==> config.mk <==
export PLATFORM = sky130hd
export DESIGN_NAME = active_fault_code_set
export DESIGN_NICKNAME = d
export VERILOG_FILES = /design/src/afcs_pkg.sv /design/src/afcs_ram.sv /design/src/afcs_engine.sv /design/src/active_fault_code_set.sv
export VERILOG_INCLUDE_DIRS = /design/src /design/src/src
export SDC_FILE = /design/constraint.sdc
export NUM_CORES = 1
export LEC_CHECK = 0
export BUFFER_PORTS_ARGS = -buffer_cell sky130_fd_sc_hd__buf_2
export CELL_PAD_IN_SITES_DETAIL_PLACEMENT = 2
export CELL_PAD_IN_SITES_GLOBAL_PLACEMENT = 2
export CORE_MARGIN = 2
export CORE_UTILIZATION = 45
export DETAILED_ROUTE_END_ITERATION = 16
export GPL_ROUTABILITY_DRIVEN = 0
export PLACE_DENSITY_LB_ADDON = 0.1
export SETUP_SLACK_MARGIN = 0.1
export SLEW_MARGIN = 10
export SYNTH_ARGS = -nofsm -noshare
export SYNTH_HDL_FRONTEND = slang
export SYNTH_SLANG_ARGS = --single-unit
==> constraint.sdc <==
create_clock -name clk -period 6 [get_ports clk]
set_input_delay 0.6 -clock clk [delete_from_list [all_inputs] [get_ports clk]]
set_output_delay 0.6 -clock clk [all_outputs]
set_load 0.05 [all_outputs]
==> src/active_fault_code_set_macros.svh <==
// ----------------------------------------------------------------------------
// active_fault_code_set_macros
// assertion helpers shared by the fault code set rtl
// ----------------------------------------------------------------------------
`ifndef ACTIVE_FAULT_CODE_SET_MACROS_SVH
`define ACTIVE_FAULT_CODE_SET_MACROS_SVH

// same-cycle implication, sampled on clk, off during rst
`define AFCS_ASSERT_NOW(lbl, ante, cons, msg) \
  lbl: assert property (@(posedge clk) disable iff (rst) (ante) |-> (cons)) \
    else $error(msg);

// next-cycle implication, sampled on clk, off during rst
`define AFCS_ASSERT_NEXT(lbl, ante, cons, msg) \
  lbl: assert property (@(posedge clk) disable iff (rst) (ante) |=> (cons)) \
    else $error(msg);

`endif

==> src/afcs_pkg.sv <==
// ----------------------------------------------------------------------------
// afcs_pkg
// shared types and codes of the active fault code set
// ----------------------------------------------------------------------------
`default_nettype none

package afcs_pkg;

  // operation codes
  localparam logic [1:0] KIND_RAISE = 2'd0;
  localparam logic [1:0] KIND_CLEAR = 2'd1;
  localparam logic [1:0] KIND_CHECK = 2'd2;
  localparam logic [1:0] KIND_LIST  = 2'd3;

  // result status codes
  localparam logic [2:0] ST_ADDED    = 3'd0;
  localparam logic [2:0] ST_DUP      = 3'd1;
  localparam logic [2:0] ST_FULL     = 3'd2;
  localparam logic [2:0] ST_REMOVED  = 3'd3;
  localparam logic [2:0] ST_NOTFOUND = 3'd4;
  localparam logic [2:0] ST_PRESENT  = 3'd5;
  localparam logic [2:0] ST_ABSENT   = 3'd6;
  localparam logic [2:0] ST_LIST     = 3'd7;

  // most result items one list transaction gives
  localparam int MAX_RESULTS = 32;

  typedef struct packed {
    logic [1:0]  kind;
    logic [31:0] fault_code;
  } cmd_t;

  typedef struct packed {
    logic [2:0]  status;
    logic [31:0] code_out;
    logic        entry_valid;
    logic [5:0]  active_count;
    logic        last;
  } result_t;

endpackage

`default_nettype wire

==> src/afcs_ram.sv <==
// ----------------------------------------------------------------------------
// afcs_ram
// generic single write port ram with one registered read port
// ----------------------------------------------------------------------------
`default_nettype none

module afcs_ram #(
  parameter int WIDTH = 32,
  parameter int DEPTH = 32,
  localparam int AW = (DEPTH > 1) ? $clog2(DEPTH) : 1
) (
  input  wire logic             clk,
  input  wire logic             we,
  input  wire logic [AW-1:0]    waddr,
  input  wire logic [WIDTH-1:0] wdata,
  input  wire logic [AW-1:0]    raddr,
  output logic      [WIDTH-1:0] rdata
);

  logic [WIDTH-1:0] mem [DEPTH];

  always_ff @(posedge clk) begin
    if (we) begin
      mem[waddr] <= wdata;
    end
    rdata <= mem[raddr];
  end

endmodule

`default_nettype wire

==> src/afcs_engine.sv <==
// ----------------------------------------------------------------------------
// afcs_engine
// sequencer that scans, updates and lists the code store one slot a cycle
// ----------------------------------------------------------------------------
`default_nettype none
`include "active_fault_code_set_macros.svh"

module afcs_engine #(
  parameter int CAPACITY = 32,
  localparam int AW = (CAPACITY > 1) ? $clog2(CAPACITY) : 1,
  localparam int CW = $clog2(CAPACITY + 1)
) (
  input  wire logic             clk,
  input  wire logic             rst,
  input  wire logic             start,
  input  wire afcs_pkg::cmd_t   cmd,
  output logic                  busy,
  output logic                  strobe,
  output afcs_pkg::result_t     result,
  // store ports
  output logic                  we,
  output logic [AW-1:0]         waddr,
  output logic [31:0]           wdata,
  output logic [AW-1:0]         raddr,
  input  wire logic [31:0]      rdata
);

  typedef enum logic [1:0] {
    S_IDLE,
    S_SCAN,
    S_MOVE,
    S_LIST
  } state_t;

  state_t      state;
  logic [1:0]  kind_q;
  logic [31:0] code_q;
  logic [AW-1:0] idx;
  logic [CW-1:0] count;

  logic [CW-1:0] count_m1;
  logic [CW-1:0] count_p1;
  logic [AW-1:0] idx_inc;
  logic          hit;
  logic          at_end;
  logic          list_last;
  logic          has_room;

  function automatic afcs_pkg::result_t mk(input logic [2:0] st, input logic [31:0] c,
                                          input logic v, input logic [CW-1:0] n,
                                          input logic l);
    afcs_pkg::result_t r;
    r.status       = st;
    r.code_out     = c;
    r.entry_valid  = v;
    r.active_count = 6'(n);
    r.last         = l;
    return r;
  endfunction

  assign count_m1  = count - 1'b1;
  assign count_p1  = CW'(count + 1'b1);
  assign idx_inc   = AW'(idx + 1'b1);
  assign hit       = (rdata == code_q);
  assign at_end    = (CW'(idx) == count_m1);
  assign list_last = at_end || (32'(idx) == afcs_pkg::MAX_RESULTS - 1);
  assign has_room  = (count < CW'(CAPACITY));
  assign busy      = (state != S_IDLE);

  // read address: next slot while scanning, last slot once a clear has hit
  always_comb begin
    raddr = '0;
    if (state == S_SCAN && hit) begin
      raddr = AW'(count_m1);
    end else if (state == S_SCAN || state == S_LIST) begin
      raddr = idx_inc;
    end
  end

  // write port: append on raise, fill the hole on clear
  always_comb begin
    we    = 1'b0;
    waddr = '0;
    wdata = code_q;
    if (state == S_IDLE) begin
      we    = start && (cmd.kind == afcs_pkg::KIND_RAISE) && (count == '0);
      wdata = cmd.fault_code;
    end else if (state == S_SCAN) begin
      we    = !hit && at_end && (kind_q == afcs_pkg::KIND_RAISE) && has_room;
      waddr = AW'(count);
    end else if (state == S_MOVE) begin
      we    = 1'b1;
      waddr = idx;
      wdata = rdata;
    end
  end

  always_ff @(posedge clk) begin
    if (rst) begin
      state  <= S_IDLE;
      count  <= '0;
      strobe <= 1'b0;
    end else begin
      strobe <= 1'b0;
      unique case (state)
        S_IDLE: begin
          if (start) begin
            kind_q <= cmd.kind;
            code_q <= cmd.fault_code;
            idx    <= '0;
            if (count == '0) begin
              strobe <= 1'b1;
              unique case (cmd.kind)
                afcs_pkg::KIND_RAISE: begin
                  count  <= count_p1;
                  result <= mk(afcs_pkg::ST_ADDED, '0, 1'b0, count_p1, 1'b1);
                end
                afcs_pkg::KIND_CLEAR:
                  result <= mk(afcs_pkg::ST_NOTFOUND, '0, 1'b0, count, 1'b1);
                afcs_pkg::KIND_CHECK:
                  result <= mk(afcs_pkg::ST_ABSENT, '0, 1'b0, count, 1'b1);
                default:
                  result <= mk(afcs_pkg::ST_LIST, '0, 1'b0, count, 1'b1);
              endcase
            end else if (cmd.kind == afcs_pkg::KIND_LIST) begin
              state <= S_LIST;
            end else begin
              state <= S_SCAN;
            end
          end
        end
        S_SCAN: begin
          if (hit) begin
            unique case (kind_q)
              afcs_pkg::KIND_RAISE: begin
                strobe <= 1'b1;
                state  <= S_IDLE;
                result <= mk(afcs_pkg::ST_DUP, '0, 1'b0, count, 1'b1);
              end
              afcs_pkg::KIND_CHECK: begin
                strobe <= 1'b1;
                state  <= S_IDLE;
                result <= mk(afcs_pkg::ST_PRESENT, '0, 1'b0, count, 1'b1);
              end
              default: begin
                if (at_end) begin
                  // hit on the last slot: nothing to move
                  strobe <= 1'b1;
                  state  <= S_IDLE;
                  count  <= count_m1;
                  result <= mk(afcs_pkg::ST_REMOVED, '0, 1'b0, count_m1, 1'b1);
                end else begin
                  state <= S_MOVE;
                end
              end
            endcase
          end else if (at_end) begin
            strobe <= 1'b1;
            state  <= S_IDLE;
            unique case (kind_q)
              afcs_pkg::KIND_RAISE: begin
                if (has_room) begin
                  count  <= count_p1;
                  result <= mk(afcs_pkg::ST_ADDED, '0, 1'b0, count_p1, 1'b1);
                end else begin
                  result <= mk(afcs_pkg::ST_FULL, '0, 1'b0, count, 1'b1);
                end
              end
              afcs_pkg::KIND_CLEAR:
                result <= mk(afcs_pkg::ST_NOTFOUND, '0, 1'b0, count, 1'b1);
              default:
                result <= mk(afcs_pkg::ST_ABSENT, '0, 1'b0, count, 1'b1);
            endcase
          end else begin
            idx <= idx_inc;
          end
        end
        S_MOVE: begin
          strobe <= 1'b1;
          state  <= S_IDLE;
          count  <= count_m1;
          result <= mk(afcs_pkg::ST_REMOVED, '0, 1'b0, count_m1, 1'b1);
        end
        S_LIST: begin
          strobe <= 1'b1;
          result <= mk(afcs_pkg::ST_LIST, rdata, 1'b1, count, list_last);
          if (list_last) begin
            state <= S_IDLE;
          end else begin
            idx <= idx_inc;
          end
        end
        default: state <= S_IDLE;
      endcase
    end
  end

  `AFCS_ASSERT_NOW(a_count_cap, 1'b1, count <= CW'(CAPACITY), "count above capacity")
  `AFCS_ASSERT_NOW(a_last_idle, strobe && result.last, !busy, "busy after final result")
  `AFCS_ASSERT_NOW(a_mid_busy, strobe && !result.last, busy, "idle inside a list")
  `AFCS_ASSERT_NOW(a_valid_list, strobe && result.entry_valid, result.status == afcs_pkg::ST_LIST, "valid code on non-list result")
  `AFCS_ASSERT_NEXT(a_accept_moves, start && !busy, busy || strobe, "accepted transaction dropped")

endmodule

`default_nettype wire

==> src/active_fault_code_set.sv <==
// ----------------------------------------------------------------------------
// active_fault_code_set
// set of active fault codes with raise, clear, check and list transactions
// ----------------------------------------------------------------------------
// scan: raise, clear and check scan one slot per cycle from the store ram;
//   the result strobes once the scan hits or passes the last live slot, and
//   a clear that must move the last entry first writes it into the hole; list
//   gives one entry a cycle; an empty set answers without a scan
// throughput: one transaction at a time; busy holds off new ones while the
//   single read port of the store is walked one slot per cycle
// reset: rst empties the set at once; no clearing pass, only slots below the
//   live count are used; results are never stalled by the receiver
`default_nettype none

module active_fault_code_set #(
  parameter int CAPACITY = 32
) (
  input  wire logic               clk,
  input  wire logic               rst,
  // command side
  input  wire logic               start,
  input  wire afcs_pkg::cmd_t     cmd,
  output logic                    busy,
  // result side, one result item per strobe cycle
  output logic                    strobe,
  output afcs_pkg::result_t       result
);

  localparam int AW = (CAPACITY > 1) ? $clog2(CAPACITY) : 1;

  // store port wiring between sequencer and code ram
  logic          we;
  logic [AW-1:0] waddr;
  logic [31:0]   wdata;
  logic [AW-1:0] raddr;
  logic [31:0]   rdata;

  // sequencer: scan compare, swap-remove and list walk
  afcs_engine #(
    .CAPACITY (CAPACITY)
  ) u_engine (
    .clk    (clk),
    .rst    (rst),
    .start  (start),
    .cmd    (cmd),
    .busy   (busy),
    .strobe (strobe),
    .result (result),
    .we     (we),
    .waddr  (waddr),
    .wdata  (wdata),
    .raddr  (raddr),
    .rdata  (rdata)
  );

  // code store, slots 0 to count-1 are live
  afcs_ram #(
    .WIDTH (32),
    .DEPTH (CAPACITY)
  ) u_store (
    .clk   (clk),
    .we    (we),
    .waddr (waddr),
    .wdata (wdata),
    .raddr (raddr),
    .rdata (rdata)
  );

endmodule

`default_nettype wire
======== Word level (Yosys, flattened, before mapping) ========
Memory sizes are Yosys's and may differ from the RTL's. A register that Yosys moved wholly into a read port is not among the register bits.
Cells that the tools add are included.
storage, ports and cells
  output and inout port bits .............. 45
  RAM bits ................................ 1024
  memories ................................ 1
  register bits after elaboration ......... 91
cells by class
  add/sub/neg operators ................... 3
  $lt $le $gt $ge ......................... 1
  reduce and logical (&&, ||, !) cells .... 23
  mux-type cells .......................... 53
  bitwise operators ....................... 1
  eq/ne operators ......................... 25
memories
  memory       depth  bits a word  read ports  clocked after memory_dff  write ports  line            RTL
  u_store.mem  32     32           1           1                         1            afcs_ram.sv:20  logic [WIDTH-1:0] mem [DEPTH];
operators with widths
  cell                   number
  $mux W43               5
  $pmux W43 S2           2
  $pmux W43 S4           1
  $pmux W43 S3           1
  $mux W32               3
  $mux W6                9
  $mux W5                9
  $mux W42               1
  $eq A32 B32 Y1         1
  $pmux W6 S3            1
  $mux W2                8
  $pmux W5 S3            1
  $ne A2 B2 Y1 const B   7
  $eq A2 B2 Y1 const B   5
  $mux W1                10
  $pmux W2 S4            1
  $reduce_and A8 Y1      1
  $add A6 B1 Y6 const B  1
  $eq A2 B1 Y1 const B   3
  $eq A5 B6 Y1           1
  $logic_and A1 B1 Y1    6
  $logic_not A2 Y1       3
  $logic_not A6 Y1       1
  $lt A6 B6 Y1 const B   1
  other kinds (19)       24

======== Logic depth before layout (Yosys ltp) ========
Gate-level depths: netlist of the first run.
  word-level depth ........................ 9
  mapped depth ............................ 15
  depth with buffers taken out ............ 11

======== Hierarchy ========
A second synthesis of the first run with hierarchy kept.
unflattened totals
  cell total of the unflattened synthesis .. 2805
  area, all modules ....................... 46041.7 µm²
modules (own cells, without submodules)
  module       cells each  instances  area an instance (µm²)
  afcs_ram     2260        1          40492.6
  afcs_engine  545         1          5549.1

======== Least setup slack after synthesis of the first run ========
OpenSTA, ideal clock, no wires.
  path type ............................... flip-flop to flip-flop
  from .................................... register u_engine.count[0]
  to ...................................... memory u_store.mem[9][0], enable pin
  cell stages (with the launch flop) ...... 13
  data arrival time ....................... 4.086 ns
  required time ........................... 5.579 ns
  buffers on the path ..................... 1
  period minus slack after synthesis ...... 4.507 ns
  slack ................................... 1.493 ns
  path through ............................ dfxtp_1 -> clkbuf_1 -> inv_1 -> ha_1 -> nor3b_1 -> xor2_1 -> xnor2_1 -> nand4_1 -> or2_2 -> nor2_1 -> o31a_1 -> nand3_1 -> nor2_1
between the ends
  cells in the longest elaborated chain, start to end .. 9
ends and longest elaborated chain
  item                               line                RTL
  from (decl)                        afcs_engine.sv:39   logic [CW-1:0] count;
  from (signal assigned)             afcs_engine.sv:115  count <= count_p1;
  from (signal assigned)             afcs_engine.sv:150  count <= count_m1;
  from (signal assigned)             afcs_engine.sv:163  count <= count_p1;
  $sub A6 B1 Y6                      afcs_engine.sv:61   assign count_m1 = count - 1'b1;
  $eq A5 B6 Y1                       afcs_engine.sv:65   assign at_end = (CW'(idx) == count_m1);
  $logic_and A1 B1 Y1 (3 in series)  afcs_engine.sv:89   we = !hit && at_end && (kind_q == afcs_pkg::KIND_RAISE) && has_room;
  $mux W1                            afcs_engine.sv:88   end else if (state == S_SCAN) begin
  $mux W1                            afcs_engine.sv:85   if (state == S_IDLE) begin
  $mux W1                            afcs_ram.sv:23      if (we) begin
  $mux W1 (implied by the code)      afcs_ram.sv:24      mem[waddr] <= wdata;
  to (decl)                          afcs_ram.sv:20
Several ways; a longest one is shown, not always the timed one.

======== Final worst setup path of the first run ========
  from .................................... register u_store.rdata[19] (read register of u_store.mem)
  to ...................................... register u_store.rdata[1] (read register of u_store.mem)
between the ends
  cells in the longest elaborated chain, start to end .. 3
ends and longest elaborated chain
  item                 line               RTL
  from (decl)          afcs_ram.sv:17     output logic [WIDTH-1:0] rdata
  $eq A32 B32 Y1       afcs_engine.sv:64  assign hit = (rdata == code_q);
  $logic_and A1 B1 Y1  afcs_engine.sv:73  if (state == S_SCAN && hit) begin
  $mux W5              afcs_engine.sv:73
No other way between the ends.
A chain may end at the register's enable or synchronous reset.

==> impl.org, run 1 <==
** Run status
- Run status :: complete, no violations

** Cells and area
- Most frequent cells in the layout :: 1106 x edfxtp_1, 478 x mux2i_1, 443 x nand2_1
- Area of the multi-input gates :: 0.0118 mm2
- In the final design database the tool counted 3257 nets.
- Most common cell after layout, fill and taps aside :: edfxtp_1
- Fraction of layout instances using a drive strength above 1 :: between 10% and 20%
- After the flow finishes, the layout carries non-filler instances totaling around 4700.
- At the end of the flow the core is filled with cells to a little over half.
- Area used by sequential logic in the layout :: 0.0340 mm2
- Counting the fill cells in the layout gives 9255.
- Total non-filler cell area in the finished layout :: 0.0533 mm2
- Area growth syn-to-layout :: 15.0%

** Worst hold path
- Worst min-delay path category :: input pin to flip-flop

** Worst setup path
- STA puts the critical path data required time at approximately 6.6 ns.
- The worst setup path is captured at a flip-flop.
- The critical path is of the flip-flop to flip-flop type.
- Startpoint kind of the worst setup timing path :: flip-flop
- Data arrival time of the worst path :: 6.21 ns
- Worst Path Max Fanout :: 58

** Placed design
- Instance area at placement :: a little under 0.05 mm2
- Half-perimeter wire length after detailed placement :: just over 100 mm
- Input and output buffers added on the ports amount to between 80 and 90.
- Before CTS, the worst setup slack after placement is slightly above 0.5 ns.
- Including well taps, the total number of placed cells is ~4500.

** Clocking
- Clock latency on the worst-skew pair, taken at its later pin, is between 0.7 and 0.8 ns.
- Post-cts sizing count :: 0
- TritonCTS built the clock tree.
- After clock tree synthesis, the clock-pin slew on the worst setup and hold paths is roughly 0.060 ns.
- Post-CTS Repair Setup Buffers :: 0
- Number of buffers inserted during clock tree synthesis :: approximately 120
- The clock passes through at most 3 buffers.
- After clock tree synthesis, the flow added hold-fix buffers numbering 0.
- CTS Root Cell :: clkbuf_16
- CTS saw 1147 sinks.
- H-Tree Level Count :: 3

** Routing
- Number of remaining DRC errors :: 0
- Post-detailed-route wirelength per cell :: around 36 um
- Number of vias per cell after detailed routing :: 6.19
- The count of nets left with antenna violations once routing finished came out at 0.
- Drt first pass iters :: 5
- Total vias in the final route :: a little under 30000
- Wire length reported by the detailed router :: around 170 mm
- The detailed router finished its first iteration with approximately 3400 violations.

** Power and ir drop
- The share of total power dissipated in sequential elements is between 40 and 50%.
- Cell Pwr Density :: a little over 500 mW/mm2
- For this design the total switching power over the nets is 10.2 mW.
- Fraction of power consumed by combinational cells :: about a third
- Power share of the clock group :: 27.7%
- Net switching fraction of the power :: between 30% and 40%
- Worst vdd ir :: approximately 0.26 mV
- Total leakage power :: slightly below 20 nW
- Design internal power :: ~17 mW

** Timing
- Setup repair after global routing left no endpoint under its margin.
- Across the routed clock network, the largest skew measured is a little over 0.04 ns.
- Post-Route Setup TNS :: 0 ns
- The final-report max-slew violation count came to 0.
- Post-route setup slack :: about 0.37 ns
- Worst slew pin tran :: about 1.2 ns
- Headroom to the max-slew limit came out at approximately 17%.
- Final hold viol count :: 0
- Dividing the final minimum period by the clock period gives 93.9%.
- Based on the critical path, the design can be clocked at up to around 0.18 GHz.
- Setup violators final :: 0
- Subtracting the final worst setup slack from the clock period gives around 5.6 ns.

** Yosys
- Of the total synthesized cell area, the portion taken by AND, OR, NAND and NOR gates is about 6.4%.
- Number of enable flip-flop cells after synthesis :: ~1100
- Share of synthesized area occupied by flip-flops and latches :: between 70% and 80%
- Syn Inst Count :: roughly 3000
- In the synthesized netlist the async set-or-reset flop fraction comes to 0%.
- Summing every instance area after synthesis gives 0.0464 mm2.
- Cell type contributing the most total cell area after synthesis :: edfxtp_1
- Sorting the synthesized cells by area gives the leading types as edfxtp_1 72%, mux2i_1 10%, nand2_1 3.6%.
- By area, the combinational part of the netlist is dominated by multiplexers.
- In this run, synthesis produced a sequential element count of roughly 1100.
- After synthesis, the mean cell area works out to ~15 um2.
- Multiplexer cells account for 10.5% of the synthesized area.
- The synthesized netlist devotes approximately 6.5% of its cell area to compound gates.
- Counting distinct cell types in the post-synthesis netlist gives 70.
- In the synthesized netlist the dominant register cell turns out to be edfxtp_1.
- The share of synthesized area in the top cell type comes to 71.6%.
- Summing the areas of all fa, ha and maj instances in the mapped netlist gives less than 1% of the synthesized area.
- Yosys Warn Count :: 0
- Net count after synthesis :: between 3000 and 4000
- Post-synthesis xor/xnor area fraction :: 0.888%

** Run
- Count of max-cap constraint violations :: 0

** Floorplanning
- The initialized floorplan defines between 100 and 150 standard-cell rows.
- 82 I/O pins were placed.
- Die height :: approximately 320 um
- Initial standard-cell utilization of the core :: 45.4%
- Width of the die :: between 300 and 400 um
- After floorplanning, the core was sized to cover 0.102 mm2.
- Die ar. :: between 0.1 and 0.15 mm2

** GRT
- Global-route usage over all layers :: roughly a third
- For this run the aggregate overflow at the end of global routing stands at 0.
- Number of antenna violations at the first check in global routing :: 25
- Largest net degree at the start of global routing :: 99
- Via count of the first global-routing pass :: approximately 31000
- Wire length of the first global-routing pass :: approximately 240 mm
-- worst paths after layout --
check / start / to / slack (ns) / cells past startpoint
worst max-delay path: u_store.rdata[19] / u_store.rdata[1] / 0.37 / 10
worst min-delay path: cmd[0] / u_engine.code_q[0] / 0.07 / 1
worst max register to register: u_store.rdata[19] / u_store.rdata[1] / 0.37 / 10
worst min register to register: u_engine.state[0] / u_engine.state[0] / 0.58 / 2
-- area by class of cell --
cell class / count / share of cell area [%]
antenna: 4 / 0.0188
tap: 1368 / 3.21
clock buffer: 154 / 6.06
inverter: 21 / 0.148
multi-input combinational: 1711 / 22.2
sequential: 1147 / 63.9
clock inverter: 69 / 1.34
timing repair buffer: 210 / 3.19
-- flip-flops by register name, summed over array words and instances (netlist names) --
signal,cells
u_engine.code_q,32
u_engine.count,6
u_engine.idx,5
u_engine.kind_q,2
u_engine.result,43
u_engine.state,2
u_engine.strobe,1
u_store.mem,1024
u_store.rdata,32
-- worst max-delay path: stages (launching register included) --
cell and delay, ns:
dfxtp_1 0.58, xor2_1 0.29, nor4_2 0.72, and4_1 0.56, nand3_2 0.51, a21boi_4 0.70, buf_12 0.47, mux2i_1 0.15
mux2i_1 0.62, o22ai_1 0.32, a311oi_1 0.53
-- routing by layer --
metal,GRT usage (%),vias up,wire [um]
met5,0,-,47
met4,8.95,6,4440
met3,7.09,284,14200
met2,50.7,1248,79500
met1,42.9,15500,69500
li1,-,12000,-
-- cell families (layout without fill, tap and decap cells) --
family | after synthesis | after routing
compound gates | 488 | 488
xor+xnor | 47 | 47
fa+ha+maj | 10 | 10
buf+inv | 202 | 454
flops | 1147 | 1147
mux | 484 | 484
other cells | 0 | 4
simple gates | 682 | 682
-- through the flow --
| step | total power, mW | hold WS (ns) |
|---|---|---|
| after global placement | 19.3 | 0.552 |
| after CTS | 27.5 | 0.0327 |
| after global routing | 28.3 | 0.0610 |
| after detailed placement | 19.8 | 0.566 |
| final | 27.5 | 0.0709 |
| after floorplan | 15.9 | 0.525 |
-- power by group through the flow --
| stage | Clock (mW) | Combinational [mW] | Sequential (mW) |
|---|---|---|---|
| after detailed placement | 0 | 8.57 | 11.3 |
| after global placement | 0 | 8.12 | 11.2 |
| after global routing | 7.97 | 9.21 | 11.1 |
| after floorplan | 0 | 4.52 | 11.4 |
| after CTS | 7.72 | 8.71 | 11.1 |
| final | 7.63 | 8.76 | 11.1 |
-- Yosys cell counts, drive strengths merged (5+ instances only) --
| cell type | instances |
|---|---|
| nand4 | 10 |
| inv | 20 |
| nand3 | 81 |
| and2 | 33 |
| a211oi | 8 |
| a31oi | 39 |
| o211ai | 6 |
| nor3 | 12 |
| a21oi | 148 |
| nor2b | 5 |
| a22oi | 7 |
| edfxtp | 1106 |
| a221oi | 32 |
| nor4 | 7 |
| mux2i | 480 |
| nand2 | 445 |
| ha | 10 |
| nor2 | 66 |
| xor2 | 24 |
| o21a | 5 |
| o22ai | 70 |
| o21ai | 114 |
| buf | 112 |
| a311oi | 32 |
| xnor2 | 23 |
| clkbuf | 69 |
| dfxtp | 41 |
Note: power is estimated with default switching activity, not from simulation.
==> run 2: changes to the inputs <==
- CORE_UTILIZATION: 45 -> 35
==> run 2 against run 1 <==
- combinational power increased by 0.6%
- wire length decreased by 4.3%
- critical endpoint is now u_store.rdata[21]
- fmax decreased by 2.6%
- clock skew decreased by 0.0081 ns
- die area increased by 28%
- worst hold slack got worse by 0.011 ns
- final area increased by 2.1%
- total power increased by 1.3%
- count of clock-buffer cells in the layout increased by 32
==> impl.org, run 2 (synthesis results as in run 1) <==
** Run status
- Run status :: complete, no violations

** GRT
- Global-route usage over all layers :: approximately a quarter
- Number of antenna violations at the first check in global routing :: 5
- Entering global routing, the biggest net connects 62 pins.
- For this run the aggregate overflow at the end of global routing stands at 0.
- Via count of the first global-routing pass :: between 30000 and 40000
- The first global-routing pass estimated 229 mm of wire.

** Power and ir drop
- Cell Pwr Density :: between 500 and 600 mW/mm2
- Summed over all cells, the static leakage comes to 20.0 nW.
- For this design the total switching power over the nets is about 10 mW.
- IR analysis of the VDD net gives a maximum drop of around 0.39 mV.
- Of the total power, combinational logic draws 31.6%.
- Register share of total power :: between 30% and 40%
- Net switching fraction of the power :: 36.5%
- Power share of the clock group :: 28.7%
- The internal portion of the total power is 17.7 mW.

** Worst setup path
- Worst Path Max Fanout :: 58
- STA puts the critical path data required time at between 6 and 7 ns.
- Startpoint kind of the worst setup timing path :: flip-flop
- For the worst setup path, the data arrival time is roughly 6.4 ns.
- The worst setup path is captured at a flip-flop.
- The worst setup path is of the flip-flop to flip-flop kind.

** Routing
- Antenna violation net count after detailed routing :: 0
- Number of remaining DRC errors :: 0
- Post-detailed-route wirelength per cell :: 31.4 um
- After the first detailed-routing iteration, the DRC count stood at roughly 2000.
- Total vias in the final route :: ~28000
- The final layout contains routed wiring with a total length of around 160 mm.
- Dividing the detail-routed via count by the number of cells gives ~5.4.
- Drt first pass iters :: 7

** Cells and area
- Fraction of layout instances using a drive strength above 1 :: between 10 and 15%
- Registers take about 0.034 mm2.
- FILL cells :: ~13000
- Final Net Count :: about 3300
- Most frequent cells in the layout :: 1106 x edfxtp_1, 478 x mux2i_1, 443 x nand2_1
- The library cell used most frequently in the layout, excluding fill and tap cells, is edfxtp_1.
- Most flops, register :: u_store.mem
- The multi-input combinational cells in the finished layout cover a total of approximately 0.012 mm2.
- In the final layout, the registers with the most flip-flops are u_store.mem: 1024 flops, u_engine.result: 43 flops.
- Compared with the post-synthesis result, the final layout area differs by 17.4%.
- Max reg flops :: about 1000

** Floorplanning
- The floorplan step defined a core boundary enclosing between 0.1 and 0.15 mm2.
- Width of the die :: about 370 um
- Number of rows created at floorplan :: approximately 130
- For this configuration, the core starts out at a cell density of 35.3%.
- During I/O placement, the number of pins put on the boundary was a little over 80.
- Die ar. :: roughly 0.14 mm2
- Die height :: 368 um

** Timing
- Measured against its own limit, the worst slew margin works out to roughly an eighth.
- Post-layout minimum cycle time :: just under 6 ns
- For this run, the top clock speed supported by timing is 0.173 GHz.
- At the pin with the least slew margin, the transition time is ~1.3 ns.
- Setup repair after global routing left no endpoint under its margin.
- The number of endpoints with negative hold slack in the final report was 0.
- Fin. max-slew vios :: 0
- Setup violators final :: 0
- Post-route setup slack :: around 0.22 ns
- For the final database, setup skew stands at 0.0334 ns.
- Final cycle utilization of the critical path :: between 90% and 100%
- Post-Route Setup TNS :: 0 ns
- On the final layout, the worst hold slack is approximately 0.06 ns.

** Clocking
- Clock tree synthesis found a total of between 1000 and 1500 sinks.
- TritonCTS created around 130 clock buffers.
- The clock passes through at most 3 buffers.
- After clock tree synthesis, the clock-pin slew on the worst setup and hold paths is ~0.060 ns.
- Post-CTS Repair Setup Buffers :: 0
- Clk Latency, worst-skew pair :: between 0.7 and 0.8 ns
- TritonCTS built the clock tree.
- CTS built an H-tree with a depth of 4.
- The cell sitting at the root of the clock tree is a clkbuf_16.

** Placed design
- Half-perimeter wire length after detailed placement :: a little over 100 mm
- Before CTS, the worst setup slack after placement is about 0.29 ns.
- Port buffering added 81 buffers.

** Worst hold path
- Worst min-delay path category :: input pin to flip-flop

** Run
- Count of max-cap constraint violations :: 0
-- run 2: changes by cell type in the layout (fill, tap and decap cells not counted), sizes merged --
cell	before	now
buf	210	238
bufinv	14	8
clkbuf	154	186
clkinv	49	37
clkinvlp	4	3
diode	4	1
dlygate4sd3	0	8
inv	23	25
-- run 2: layout make-up --
type	count	share of cell area (%)
Clock inverter	52	0.954
Inverter	21	0.145
Sequential cell	1147	62.5
Antenna cell	1	0.00460
Clock buffer	186	6.83
Tap cell	1755	4.04
Multi-Input combinational cell	1711	21.9
Timing Repair Buffer	246	3.63
-- run 2: per-layer routing --
layer	vias to the layer above	GRT usage, %	share of wire [%]
met4	0	8.32	3.4
met5	-	0	0
met2	627	40.5	50
met3	209	3.67	4.0
met1	14900	30.5	43
li1	12100	-	-
-- run 2: worst paths after layout --
kind | from | to | slack [ns] | cells after the start
hold reg to reg | u_engine.state[0] | u_engine.state[0] | 0.61 | 2
setup reg to reg | u_store.rdata[30] | u_store.rdata[21] | 0.22 | 11
setup / recovery | u_store.rdata[30] | u_store.rdata[21] | 0.22 | 11
hold / removal | cmd[4] | u_engine.code_q[4] | 0.06 | 1
-- run 2: repair_timing --
action / 4_1_cts / 5_1_grt
hold endpoints to repair: 8 / 0
hold buffers: 8 / 0
resized for setup: 0 / 0
-- run 2: power by group through the flow --
stage	clock network [mW]	registers (mW)	logic [mW]
after global placement	0	11.2	8.69
after floorplan	0	11.4	4.52
after global routing	8.47	11.1	9.40
after CTS	8.18	11.0	8.97
final	8.00	11.0	8.81
after detailed placement	0	11.2	8.93
-- run 2: per-stage QoR --
| stage | power (mW) | instance area [um2] | util [%] | cells |
|---|---|---|---|---|
| 6_report | 27.9 | 54400 | 41.4 | 5119 |
| 5_1_grt | 28.9 | 54400 | 41.4 | 5118 |
| 4_1_cts | 28.2 | 54400 | 41.4 | 5118 |
| 3_5_place_dp | 20.1 | 50100 | 38.1 | 4872 |
| 3_3_place_gp | 19.9 | 50100 | 38.1 | 4872 |
| 2_1_floorplan | 15.9 | 46400 | - | 3060 |
-- run 2: worst max-delay path: stages, from the launching register on --
cell	delay (ns)
dfxtp_1	0.52
xor2_1	0.26
nor4_1	0.81
and4_1	0.65
nand3_2	0.40
buf_4	0.30
o21ai_4	0.86
buf_12	0.41
mux2i_1	0.13
a221oi_1	0.55
a31oi_1	0.13
a311oi_1	0.51
